`src/hw/rtl/ljpe_pkg.sv`:
```
// Shared types and constants for the Lennard-Jones pair energy accumulator.
// No dependencies; imported by the multiplier, the checker and the top level.
package ljpe_pkg;

  typedef enum logic [3:0] {
    S_IDLE,
    S_DIFF,
    S_SQ,
    S_CMP,
    S_CUBE1,
    S_CUBE2,
    S_CUBE3,
    S_DCHK,
    S_DIV,
    S_ETERM,
    S_VTERM,
    S_EMIT
  } ljpe_state_t;

  typedef enum logic [0:0] {
    REG_BOX_LENGTH = 1'b0,
    REG_CUTOFF_SQ  = 1'b1
  } ljpe_reg_t;

  localparam int          SUM_W      = 48;
  localparam int          BOX_W      = 24;
  localparam int          CUT_W      = 32;
  localparam int          MUL_W      = 33;
  localparam int          R6I_W      = 30;
  localparam int          QBITS      = 29;
  localparam int          DCUBE_W    = 96;
  localparam logic [23:0] BOX_RESET  = 24'd565248;
  localparam logic [31:0] CUT_RESET  = 32'd1048576;
  localparam logic [29:0] R6I_CAP    = 30'h2000_0000;
  localparam logic [49:0] FAR_SQ     = 50'h1_0000_0000_0000;
  localparam logic signed [49:0] SUM_MAX = 50'sh0_7FFF_FFFF_FFFF;
  localparam logic signed [49:0] SUM_MIN = -50'sh0_8000_0000_0000;

endpackage

```
`src/hw/rtl/lennard_jones_pair_energy_accumulator_unit.sv`:
```
// Lennard-Jones 12-6 pair energy/virial accumulator, one shared multiplier.
// Pair paths: a self pair goes straight to emit, a pair outside the cutoff ends after
// the compare, r6i is capped when r2 is below 2 or r2 cubed is at most 2^35, and a full
// pair runs the 29-step restoring divider for 1/r2^3 after the single multiplier.
// A last pair also holds in the emit step while an earlier result still waits.
// One pair in flight at a time. Reset (rst_n low, synchronous) clears sums, flag,
// sequencer and output valid; config registers return to box 8.625, cutoff_sq 16.0.
module lennard_jones_pair_energy_accumulator_unit import ljpe_pkg::*; #(
  parameter int COORD_WIDTH = 24
) (
  input  logic                  clk,
  input  logic                  rst_n,
  // in_tdata: ref_x, ref_y, ref_z, nbr_x, nbr_y, nbr_z (lowest first), zero padded
  input  logic                  in_tvalid,
  output logic                  in_tready,
  input  logic [((6*COORD_WIDTH+7)/8)*8-1:0] in_tdata,
  input  logic                  in_tlast,   // last_pair
  input  logic                  in_tuser,   // is_self
  // out_tdata: energy_sum [47:0], virial_sum [95:48]
  output logic                  out_tvalid,
  input  logic                  out_tready,
  output logic [2*SUM_W-1:0]    out_tdata,
  output logic                  out_tuser,  // saturated
  input  logic                  cfg_psel,
  input  logic                  cfg_penable,
  input  logic                  cfg_pwrite,
  input  logic [2:0]            cfg_paddr,
  input  logic [31:0]           cfg_pwdata,
  output logic [31:0]           cfg_prdata,
  output logic                  cfg_pready
);

  // Difference width: room for 2*d and for the box length.
  localparam int CW = COORD_WIDTH;
  localparam int DW = ((CW > BOX_W) ? CW : BOX_W) + 3;

  ljpe_state_t state_r, state_nxt;

  logic [BOX_W-1:0] box_r;
  logic [CUT_W-1:0] cut_r;

  logic [CW-1:0] ref_x_r, ref_y_r, ref_z_r, nbr_x_r, nbr_y_r, nbr_z_r;
  logic          last_r;
  logic [1:0]    ax_r;
  logic [31:0]   mag_r;
  logic          far_r;
  logic [49:0]   r2_r;
  logic [63:0]   rsq_r;
  logic [63:0]   lo_r;
  logic [DCUBE_W-1:0] dcube_r;
  logic [DCUBE_W:0]   rem_r;
  logic [QBITS-1:0]   q_r;
  logic [4:0]    cnt_r;
  logic [R6I_W-1:0]   r6i_r;
  logic signed [SUM_W-1:0] e_acc_r, v_acc_r;
  logic          sat_r;
  logic          out_valid_r;
  logic [2*SUM_W-1:0] out_data_r;
  logic          out_sat_r;

  // ---------------- configuration port ----------------
  logic cfg_wr;
  assign cfg_wr     = cfg_psel & cfg_penable & cfg_pwrite;
  assign cfg_pready = 1'b1;

  always_comb begin
    unique case (ljpe_reg_t'(cfg_paddr[2]))
      REG_BOX_LENGTH: cfg_prdata = {8'd0, box_r};
      REG_CUTOFF_SQ:  cfg_prdata = cut_r;
      default:        cfg_prdata = '0;
    endcase
  end

  always_ff @(posedge clk) begin
    if (!rst_n) begin
      box_r <= BOX_RESET;
      cut_r <= CUT_RESET;
    end else if (cfg_wr) begin
      unique case (ljpe_reg_t'(cfg_paddr[2]))
        REG_BOX_LENGTH: box_r <= cfg_pwdata[BOX_W-1:0];
        REG_CUTOFF_SQ:  cut_r <= cfg_pwdata;
        default:        ;
      endcase
    end
  end

  // ---------------- axis fold to nearest image ----------------
  logic [CW-1:0]        ca, cb;
  logic signed [DW-1:0] d, d2, len, dfold;
  logic [DW-1:0]        mag;
  logic [63:0]          mag64;

  always_comb begin
    case (ax_r)
      2'd0:    begin ca = ref_x_r; cb = nbr_x_r; end
      2'd1:    begin ca = ref_y_r; cb = nbr_y_r; end
      default: begin ca = ref_z_r; cb = nbr_z_r; end
    endcase
    d   = $signed(DW'(cb)) - $signed(DW'(ca));
    d2  = d <<< 1;
    len = $signed(DW'(box_r));
    if (d2 > len)       dfold = d - len;
    else if (d2 < -len) dfold = d + len;
    else                dfold = d;
    mag   = dfold[DW-1] ? DW'(-dfold) : DW'(dfold);
    mag64 = 64'(mag);
  end

  // ---------------- shared multiplier ----------------
  logic signed [MUL_W-1:0]   mul_a, mul_b;
  logic signed [2*MUL_W-1:0] mul_p;
  logic [31:0]               rr;

  assign rr = r2_r[31:0];

  always_comb begin
    mul_a = '0;
    mul_b = '0;
    case (state_r)
      S_SQ:    begin mul_a = {1'b0, mag_r};       mul_b = {1'b0, mag_r}; end
      S_CUBE1: begin mul_a = {1'b0, rr};          mul_b = {1'b0, rr}; end
      S_CUBE2: begin mul_a = {1'b0, rsq_r[31:0]}; mul_b = {1'b0, rr}; end
      S_CUBE3: begin mul_a = {1'b0, rsq_r[63:32]}; mul_b = {1'b0, rr}; end
      S_ETERM: begin
        mul_a = $signed({3'b0, r6i_r});
        mul_b = $signed({3'b0, r6i_r}) - 33'sd65536;
      end
      S_VTERM: begin
        mul_a = $signed({3'b0, r6i_r});
        mul_b = $signed({3'b0, r6i_r}) - 33'sd32768;
      end
      default: ;
    endcase
  end

  ljpe_mul u_mul (
    .a (mul_a),
    .b (mul_b),
    .p (mul_p)
  );

  // ---------------- term and saturating add ----------------
  // 4*p/2^16 and 16*p/2^16, arithmetic shift rounds toward minus infinity.
  logic signed [2*MUL_W-1:0] e_sh, v_sh;
  logic signed [49:0]        term, acc_ext, sum_raw, sum_sat;
  logic                      sum_ovf;

  always_comb begin
    e_sh    = mul_p >>> 14;
    v_sh    = mul_p >>> 12;
    term    = (state_r == S_ETERM) ? e_sh[49:0] : v_sh[49:0];
    acc_ext = (state_r == S_ETERM) ? 50'(e_acc_r) : 50'(v_acc_r);
    sum_raw = acc_ext + term;
    sum_ovf = 1'b1;
    if (sum_raw > SUM_MAX)      sum_sat = SUM_MAX;
    else if (sum_raw < SUM_MIN) sum_sat = SUM_MIN;
    else begin
      sum_sat = sum_raw;
      sum_ovf = 1'b0;
    end
  end

  // ---------------- divider step and cap check ----------------
  logic [DCUBE_W:0] rem_sh;
  logic             q_bit;
  logic             small_d;
  logic [65:0]      cap_t;

  always_comb begin
    rem_sh  = {rem_r[DCUBE_W-1:0], 1'b0};
    q_bit   = rem_sh >= {1'b0, dcube_r};
    small_d = dcube_r <= (DCUBE_W'(1) << 35);
    // quotient above 2^29 exactly when D*(2^29+1) <= 2^64
    cap_t   = {dcube_r[35:0], 29'd0} + 66'(dcube_r[35:0]);
  end

  // ---------------- sequencer ----------------
  logic emit_go;
  assign emit_go = last_r && !out_valid_r;

  always_comb begin
    state_nxt = state_r;
    unique case (state_r)
      S_IDLE:  if (in_tvalid) state_nxt = in_tuser ? S_EMIT : S_DIFF;
      S_DIFF:  state_nxt = S_SQ;
      S_SQ:    state_nxt = (ax_r == 2'd2) ? S_CMP : S_DIFF;
      S_CMP: begin
        if (r2_r >= 50'(cut_r)) state_nxt = S_EMIT;
        else if (rr < 32'd2)    state_nxt = S_ETERM;
        else                    state_nxt = S_CUBE1;
      end
      S_CUBE1: state_nxt = S_CUBE2;
      S_CUBE2: state_nxt = S_CUBE3;
      S_CUBE3: state_nxt = S_DCHK;
      S_DCHK:  state_nxt = small_d ? S_ETERM : S_DIV;
      S_DIV:   if (cnt_r == 5'd0) state_nxt = S_ETERM;
      S_ETERM: state_nxt = S_VTERM;
      S_VTERM: state_nxt = S_EMIT;
      S_EMIT:  if (!last_r || emit_go) state_nxt = S_IDLE;
      default: state_nxt = S_IDLE;
    endcase
  end

  always_ff @(posedge clk) begin
    if (!rst_n) state_r <= S_IDLE;
    else        state_r <= state_nxt;
  end

  // ---------------- datapath ----------------
  always_ff @(posedge clk) begin
    if (!rst_n) begin
      e_acc_r     <= '0;
      v_acc_r     <= '0;
      sat_r       <= 1'b0;
      out_valid_r <= 1'b0;
      ax_r        <= '0;
      cnt_r       <= '0;
    end else begin
      if (out_valid_r && out_tready) out_valid_r <= 1'b0;
      unique case (state_r)
        S_IDLE: if (in_tvalid) begin
          ref_x_r <= in_tdata[0*CW +: CW];
          ref_y_r <= in_tdata[1*CW +: CW];
          ref_z_r <= in_tdata[2*CW +: CW];
          nbr_x_r <= in_tdata[3*CW +: CW];
          nbr_y_r <= in_tdata[4*CW +: CW];
          nbr_z_r <= in_tdata[5*CW +: CW];
          last_r  <= in_tlast;
          ax_r    <= '0;
          r2_r    <= '0;
        end
        S_DIFF: begin
          mag_r <= mag64[31:0];
          far_r <= mag64[63:32] != 32'd0;
        end
        S_SQ: begin
          r2_r <= r2_r + (far_r ? FAR_SQ : 50'(mul_p[63:16]));
          ax_r <= ax_r + 2'd1;
        end
        S_CMP: if (r2_r < 50'(cut_r) && rr < 32'd2) begin
          r6i_r <= R6I_CAP;
          sat_r <= 1'b1;
        end
        S_CUBE1: rsq_r <= mul_p[63:0];
        S_CUBE2: lo_r  <= mul_p[63:0];
        S_CUBE3: dcube_r <= {mul_p[63:0], 32'd0} + DCUBE_W'(lo_r);
        S_DCHK: begin
          if (small_d) begin
            r6i_r <= R6I_CAP;
            if (cap_t <= 66'h1_0000_0000_0000_0000) sat_r <= 1'b1;
          end
          rem_r <= (DCUBE_W+1)'(1) << 35;
          q_r   <= '0;
          cnt_r <= 5'(QBITS - 1);
        end
        S_DIV: begin
          rem_r <= q_bit ? (rem_sh - {1'b0, dcube_r}) : rem_sh;
          q_r   <= {q_r[QBITS-2:0], q_bit};
          cnt_r <= cnt_r - 5'd1;
          if (cnt_r == 5'd0) r6i_r <= {1'b0, q_r[QBITS-2:0], q_bit};
        end
        S_ETERM: begin
          e_acc_r <= sum_sat[SUM_W-1:0];
          if (sum_ovf) sat_r <= 1'b1;
        end
        S_VTERM: begin
          v_acc_r <= sum_sat[SUM_W-1:0];
          if (sum_ovf) sat_r <= 1'b1;
        end
        S_EMIT: if (emit_go) begin
          // hold result in the output stage, clear the batch
          out_data_r  <= {v_acc_r, e_acc_r};
          out_sat_r   <= sat_r;
          out_valid_r <= 1'b1;
          e_acc_r     <= '0;
          v_acc_r     <= '0;
          sat_r       <= 1'b0;
        end
        default: ;
      endcase
    end
  end

  assign in_tready  = (state_r == S_IDLE);
  assign out_tvalid = out_valid_r;
  assign out_tdata  = out_data_r;
  assign out_tuser  = out_sat_r;

endmodule

```
`src/hw/rtl/ljpe_mul.sv`:
```
// Shared signed 33x33 multiplier used by every multiply step.
// Depends on ljpe_pkg for the operand width.
module ljpe_mul import ljpe_pkg::*; (
  input  logic signed [MUL_W-1:0]   a,
  input  logic signed [MUL_W-1:0]   b,
  output logic signed [2*MUL_W-1:0] p
);

  assign p = a * b;

endmodule

```
`config.mk`:
```
export PLATFORM = sky130hd
export DESIGN_NAME = lennard_jones_pair_energy_accumulator_unit
export DESIGN_NICKNAME = d
export VERILOG_FILES = /design/src/hw/rtl/ljpe_pkg.sv /design/src/hw/rtl/lennard_jones_pair_energy_accumulator_unit.sv /design/src/hw/rtl/ljpe_mul.sv
export SDC_FILE = /design/constraint.sdc
export NUM_CORES = 2
export LEC_CHECK = 0
export ABC_CLOCK_PERIOD_IN_PS = 13800
export BUFFER_PORTS_ARGS = -buffer_cell sky130_fd_sc_hd__clkbuf_2
export CORE_MARGIN = 5
export CORE_UTILIZATION = 56
export CTS_CLUSTER_SIZE = 12
export DETAILED_ROUTE_END_ITERATION = 8
export PLACE_DENSITY = 0.73
export SETUP_SLACK_MARGIN = 0.02
export SYNTH_ARGS = -nofsm -noshare
export SYNTH_HDL_FRONTEND = slang
export SYNTH_SLANG_ARGS = --single-unit
```
`constraint.sdc`:
```
create_clock -name clk -period 13.8 [get_ports clk]
set_input_delay 1.38 -clock clk [delete_from_list [all_inputs] [get_ports clk]]
set_output_delay 1.38 -clock clk [all_outputs]
set_load 0.03 [all_outputs]
```
==> reports/metrics.csv <==
stage,metric,value,unit
synthesis,synthArstFlopShare,0,
global_routing,antenna_found_initial,13,
synthesis,synth_area_leaders,"edfxtp_1, fa_1, ha_1, nand2_1, inv_1",
route,wl_per_cell,24.11,um
synthesis,yosysTopAreaCell,edfxtp_1,
power_and_ir_drop,peakVddDrop,323.9,uV
global_routing,track_usage,0.3477,
synthesis,ys_seq_elements,862,
sta,tightest_slew,1246,ps
finish,area_growth,9.755,%
sta,final.min_clock_period,13360,ps
placement,placed_cells,11962,
synthesis,seq_area_frac_synth,0.2742,
route,drt-pass1-iter-count,7,
global_routing,grt_max_degree,103,
sta,finalCritPeriodShare,0.9683,
status,status,finished clean,
synthesis,synthDistinctLibCells,110,
finish,final.fill_count,13330,
critical_path,start_kind,register,
synthesis,synthMuxAreaShare,0.005804,
run,max-cap-violations,0,
synthesis,synth_area,88380,um^2
hold_path,hp-class,register to register,
floorplan,start_util,0.5645,
synthesis,synth_top_family_by_area,adder cells,
synthesis,synth_flop_cell,edfxtp_1,
route,drtIter0Drc,7086,
synthesis,synth_compound_area_frac,0.1416,
sta,setup_slack,437.8,ps
global_routing,grt-ovfl-total,0,
sta,setup_viol,0,
finish,final_area,97000,um^2
clock_network,cts_tree,yes,
critical_path,worstPathArrival,14010,ps
finish,drive_gt1_frac,0.09539,
synthesis,synth_warnings,0,
critical_path,cp_data_required_time,14450,ps
sta,worst_slew_margin_rel,0.1697,
placement,place_area,93570,um^2
sta,hold_violations,0,
power_and_ir_drop,leakage,44.65,nW
clock_network,h-tree-depth,3,
finish,fin_nets,11814,
critical_path,slowest_delay,580,ps
route,postRouteWirelength,292.8,mm
synthesis,synth_edf_count,697,
clock_network,root_buffer,clkbuf_16,
finish,final_cells,12141,
route,vias,73707,
route,viasPerCell,6.071,
floorplan,core,156600,um^2
placement,io_buffers,316,
placement,dp_hpwl,231.0,mm
global_routing,grt_pass1_vias,73557,
floorplan,die_w,407.3,um
critical_path,crit_type,register to register,
synthesis,syn_avg_cell_area,9.102,um^2
synthesis,synthXorXnorAreaFrac,0.03650,
placement,gp_congestion,0.9631,
critical_path,worst_path_most_repeated_cell,fa_1,
clock_network,cts_buffer_depth,3,
floorplan,fp.dieArea,165900,um^2
clock_network,cts.sinks,862,
floorplan,io-pin-count,320,
critical_path,cp-end-kind,register,
synthesis,synthAdderAreaFrac,0.3092,
power_and_ir_drop,p_per_area,226.2,nW/um^2
clock_network,insertion_delay,740,ps
route,drc,0,
synthesis,synthCells,9710,
critical_path,cp_slowest_cell,nand3_1,
critical_path,crit_path_max_fanout,23,
global_routing,grt_pass1_wl,446.5,mm
synthesis,yosys.area.top_type_share,0.2368,
synthesis,yosys.area_share.simple,0.1549,
clock_network,clk_pin_slew,60,ps
floorplan,row_count,145,
sta,rsz0062_at_grt,no,
placement,pre_cts_ws,-202.9,ps
route,ant_nets,0,
sta,skew,90.06,ps
sta,fmax,0.07484,GHz
floorplan,fp.dieH,407.3,um
sta,drv_slew,0,
clock_network,cts_buffers,93,
metal layers:
metal  track usage  wire (um)  up-vias
met5             0          0        -
li1              -          -    33122
met4        0.1389      13490        0
met2        0.5538     133300     3523
met1        0.4678     117500    36419
met3       0.07363      28430      643
what timing repair did:
action                     CTS  global route
setup buffers                0             5
hold buffers                 0             0
gates resized for setup      1            39
pin swaps                    0             5
gates cloned                 0             0
setup endpoints to repair   22           105
logic make-up after synthesis:
family / after synthesis
and+or+nand+nor: 3101
AOI/OAI and AO/OA: 1903
buffers and inverters: 1808
adders and majority gates: 1622
DFF: 862
xor gates and xnor gates: 362
muxes: 50
other: 2
Yosys cell counts (40+ instances only):
cell type,instances
nand2_1,1733
inv_1,1350
fa_1,937
edfxtp_1,697
ha_1,685
a21oi_1,650
nor2_1,487
clkbuf_1,396
o21ai_0,286
xnor2_1,237
a21o_1,213
dfxtp_1,165
nand3_1,162
and2_1,150
xor2_1,121
nor3_1,114
nand4_1,85
and3_1,77
o21a_1,71
o21bai_1,65
a22oi_1,64
nor4_1,63
nand2b_1,59
nor2b_1,49
o221a_1,49
a31oi_1,48
a211oi_1,47
o211ai_1,45
mux2i_1,40
o21ai_1,40
final timing paths:
kind              startpoint     endpoint  slack (ps)  cells past startpoint
setup / recovery  state_r[3]  e_acc_r[46]         440                     44
hold / removal      lo_r[17]  dcube_r[17]         410                      0
setup reg to reg  state_r[3]  e_acc_r[46]         440                     44
hold reg to reg     lo_r[17]  dcube_r[17]         410                      0
cells in the final DEF, fill, tap and decap left out, drive strengths merged, types with 22 or more instances in the layout:
cell       n
nor4      65
xor2     121
mux2i     40
o221a     84
nor2b     49
dfxtp    165
nor2     489
a211oi    50
o31ai     31
nand4     85
buf      335
or3       27
ha       685
a21oi    651
clkbuf   447
edfxtp   697
and3      77
o211ai    47
and2     151
a31oi     49
a221oi    22
o21ai    326
o21bai    65
nand2   1733
nand2b    59
nand3    162
inv     1360
a22o      31
nor3     115
o21a      71
xnor2    239
or2       27
a22oi     64
fa       937
a21o     213
area by class of cell:
cell class	count	area (um^2)	share of cell area
multi-input combinational	7041	57730	0.5951
sequential	862	24240	0.2498
inverter	1356	5092	0.05250
timing repair buffer	650	4204	0.04334
clock buffer	132	2623	0.02704
tap	2058	2575	0.02655
clock inverter	33	524.3	0.005405
antenna	9	22.52	0.0002322
power by group:
part           internal, mW  switching [mW]  leakage, nW
Clock                  1.49            1.11         1.51
Sequential             3.51           0.247         7.73
Combinational          5.39            10.2         35.4
registers in the layout, summed over array words and instances, names as in the netlist, 32 cells and up:
signal     cells
e_acc_r       48
rsq_r         64
dcube_r       96
out_tdata     96
lo_r          64
cut_r         32
rem_r         96
r2_r          50
v_acc_r       48
worst max-delay path: cells and delay by family (launching register included):
kind	cells	cell delay, ps
AOI/OAI and AO/OA	14	3420
xor gates and xnor gates	1	550
adders and majority gates	10	4840
buffers and inverters	10	1710
DFF	1	460
and+or+nand+nor	9	2290
metrics by stage:
stage                 util  TNS [ps]  hold WS (ps)  power (mW)
detailed placement  0.5976     -2683         404.5       18.88
CTS                 0.6178         0         414.5       21.56
floorplan                -         0         400.3       13.70
global placement    0.5976    -86.53         402.6       18.70
finish              0.6196         0         414.7       21.94
global route        0.6195         0         424.5       23.37
Note: power is estimated with default switching activity, not from simulation.
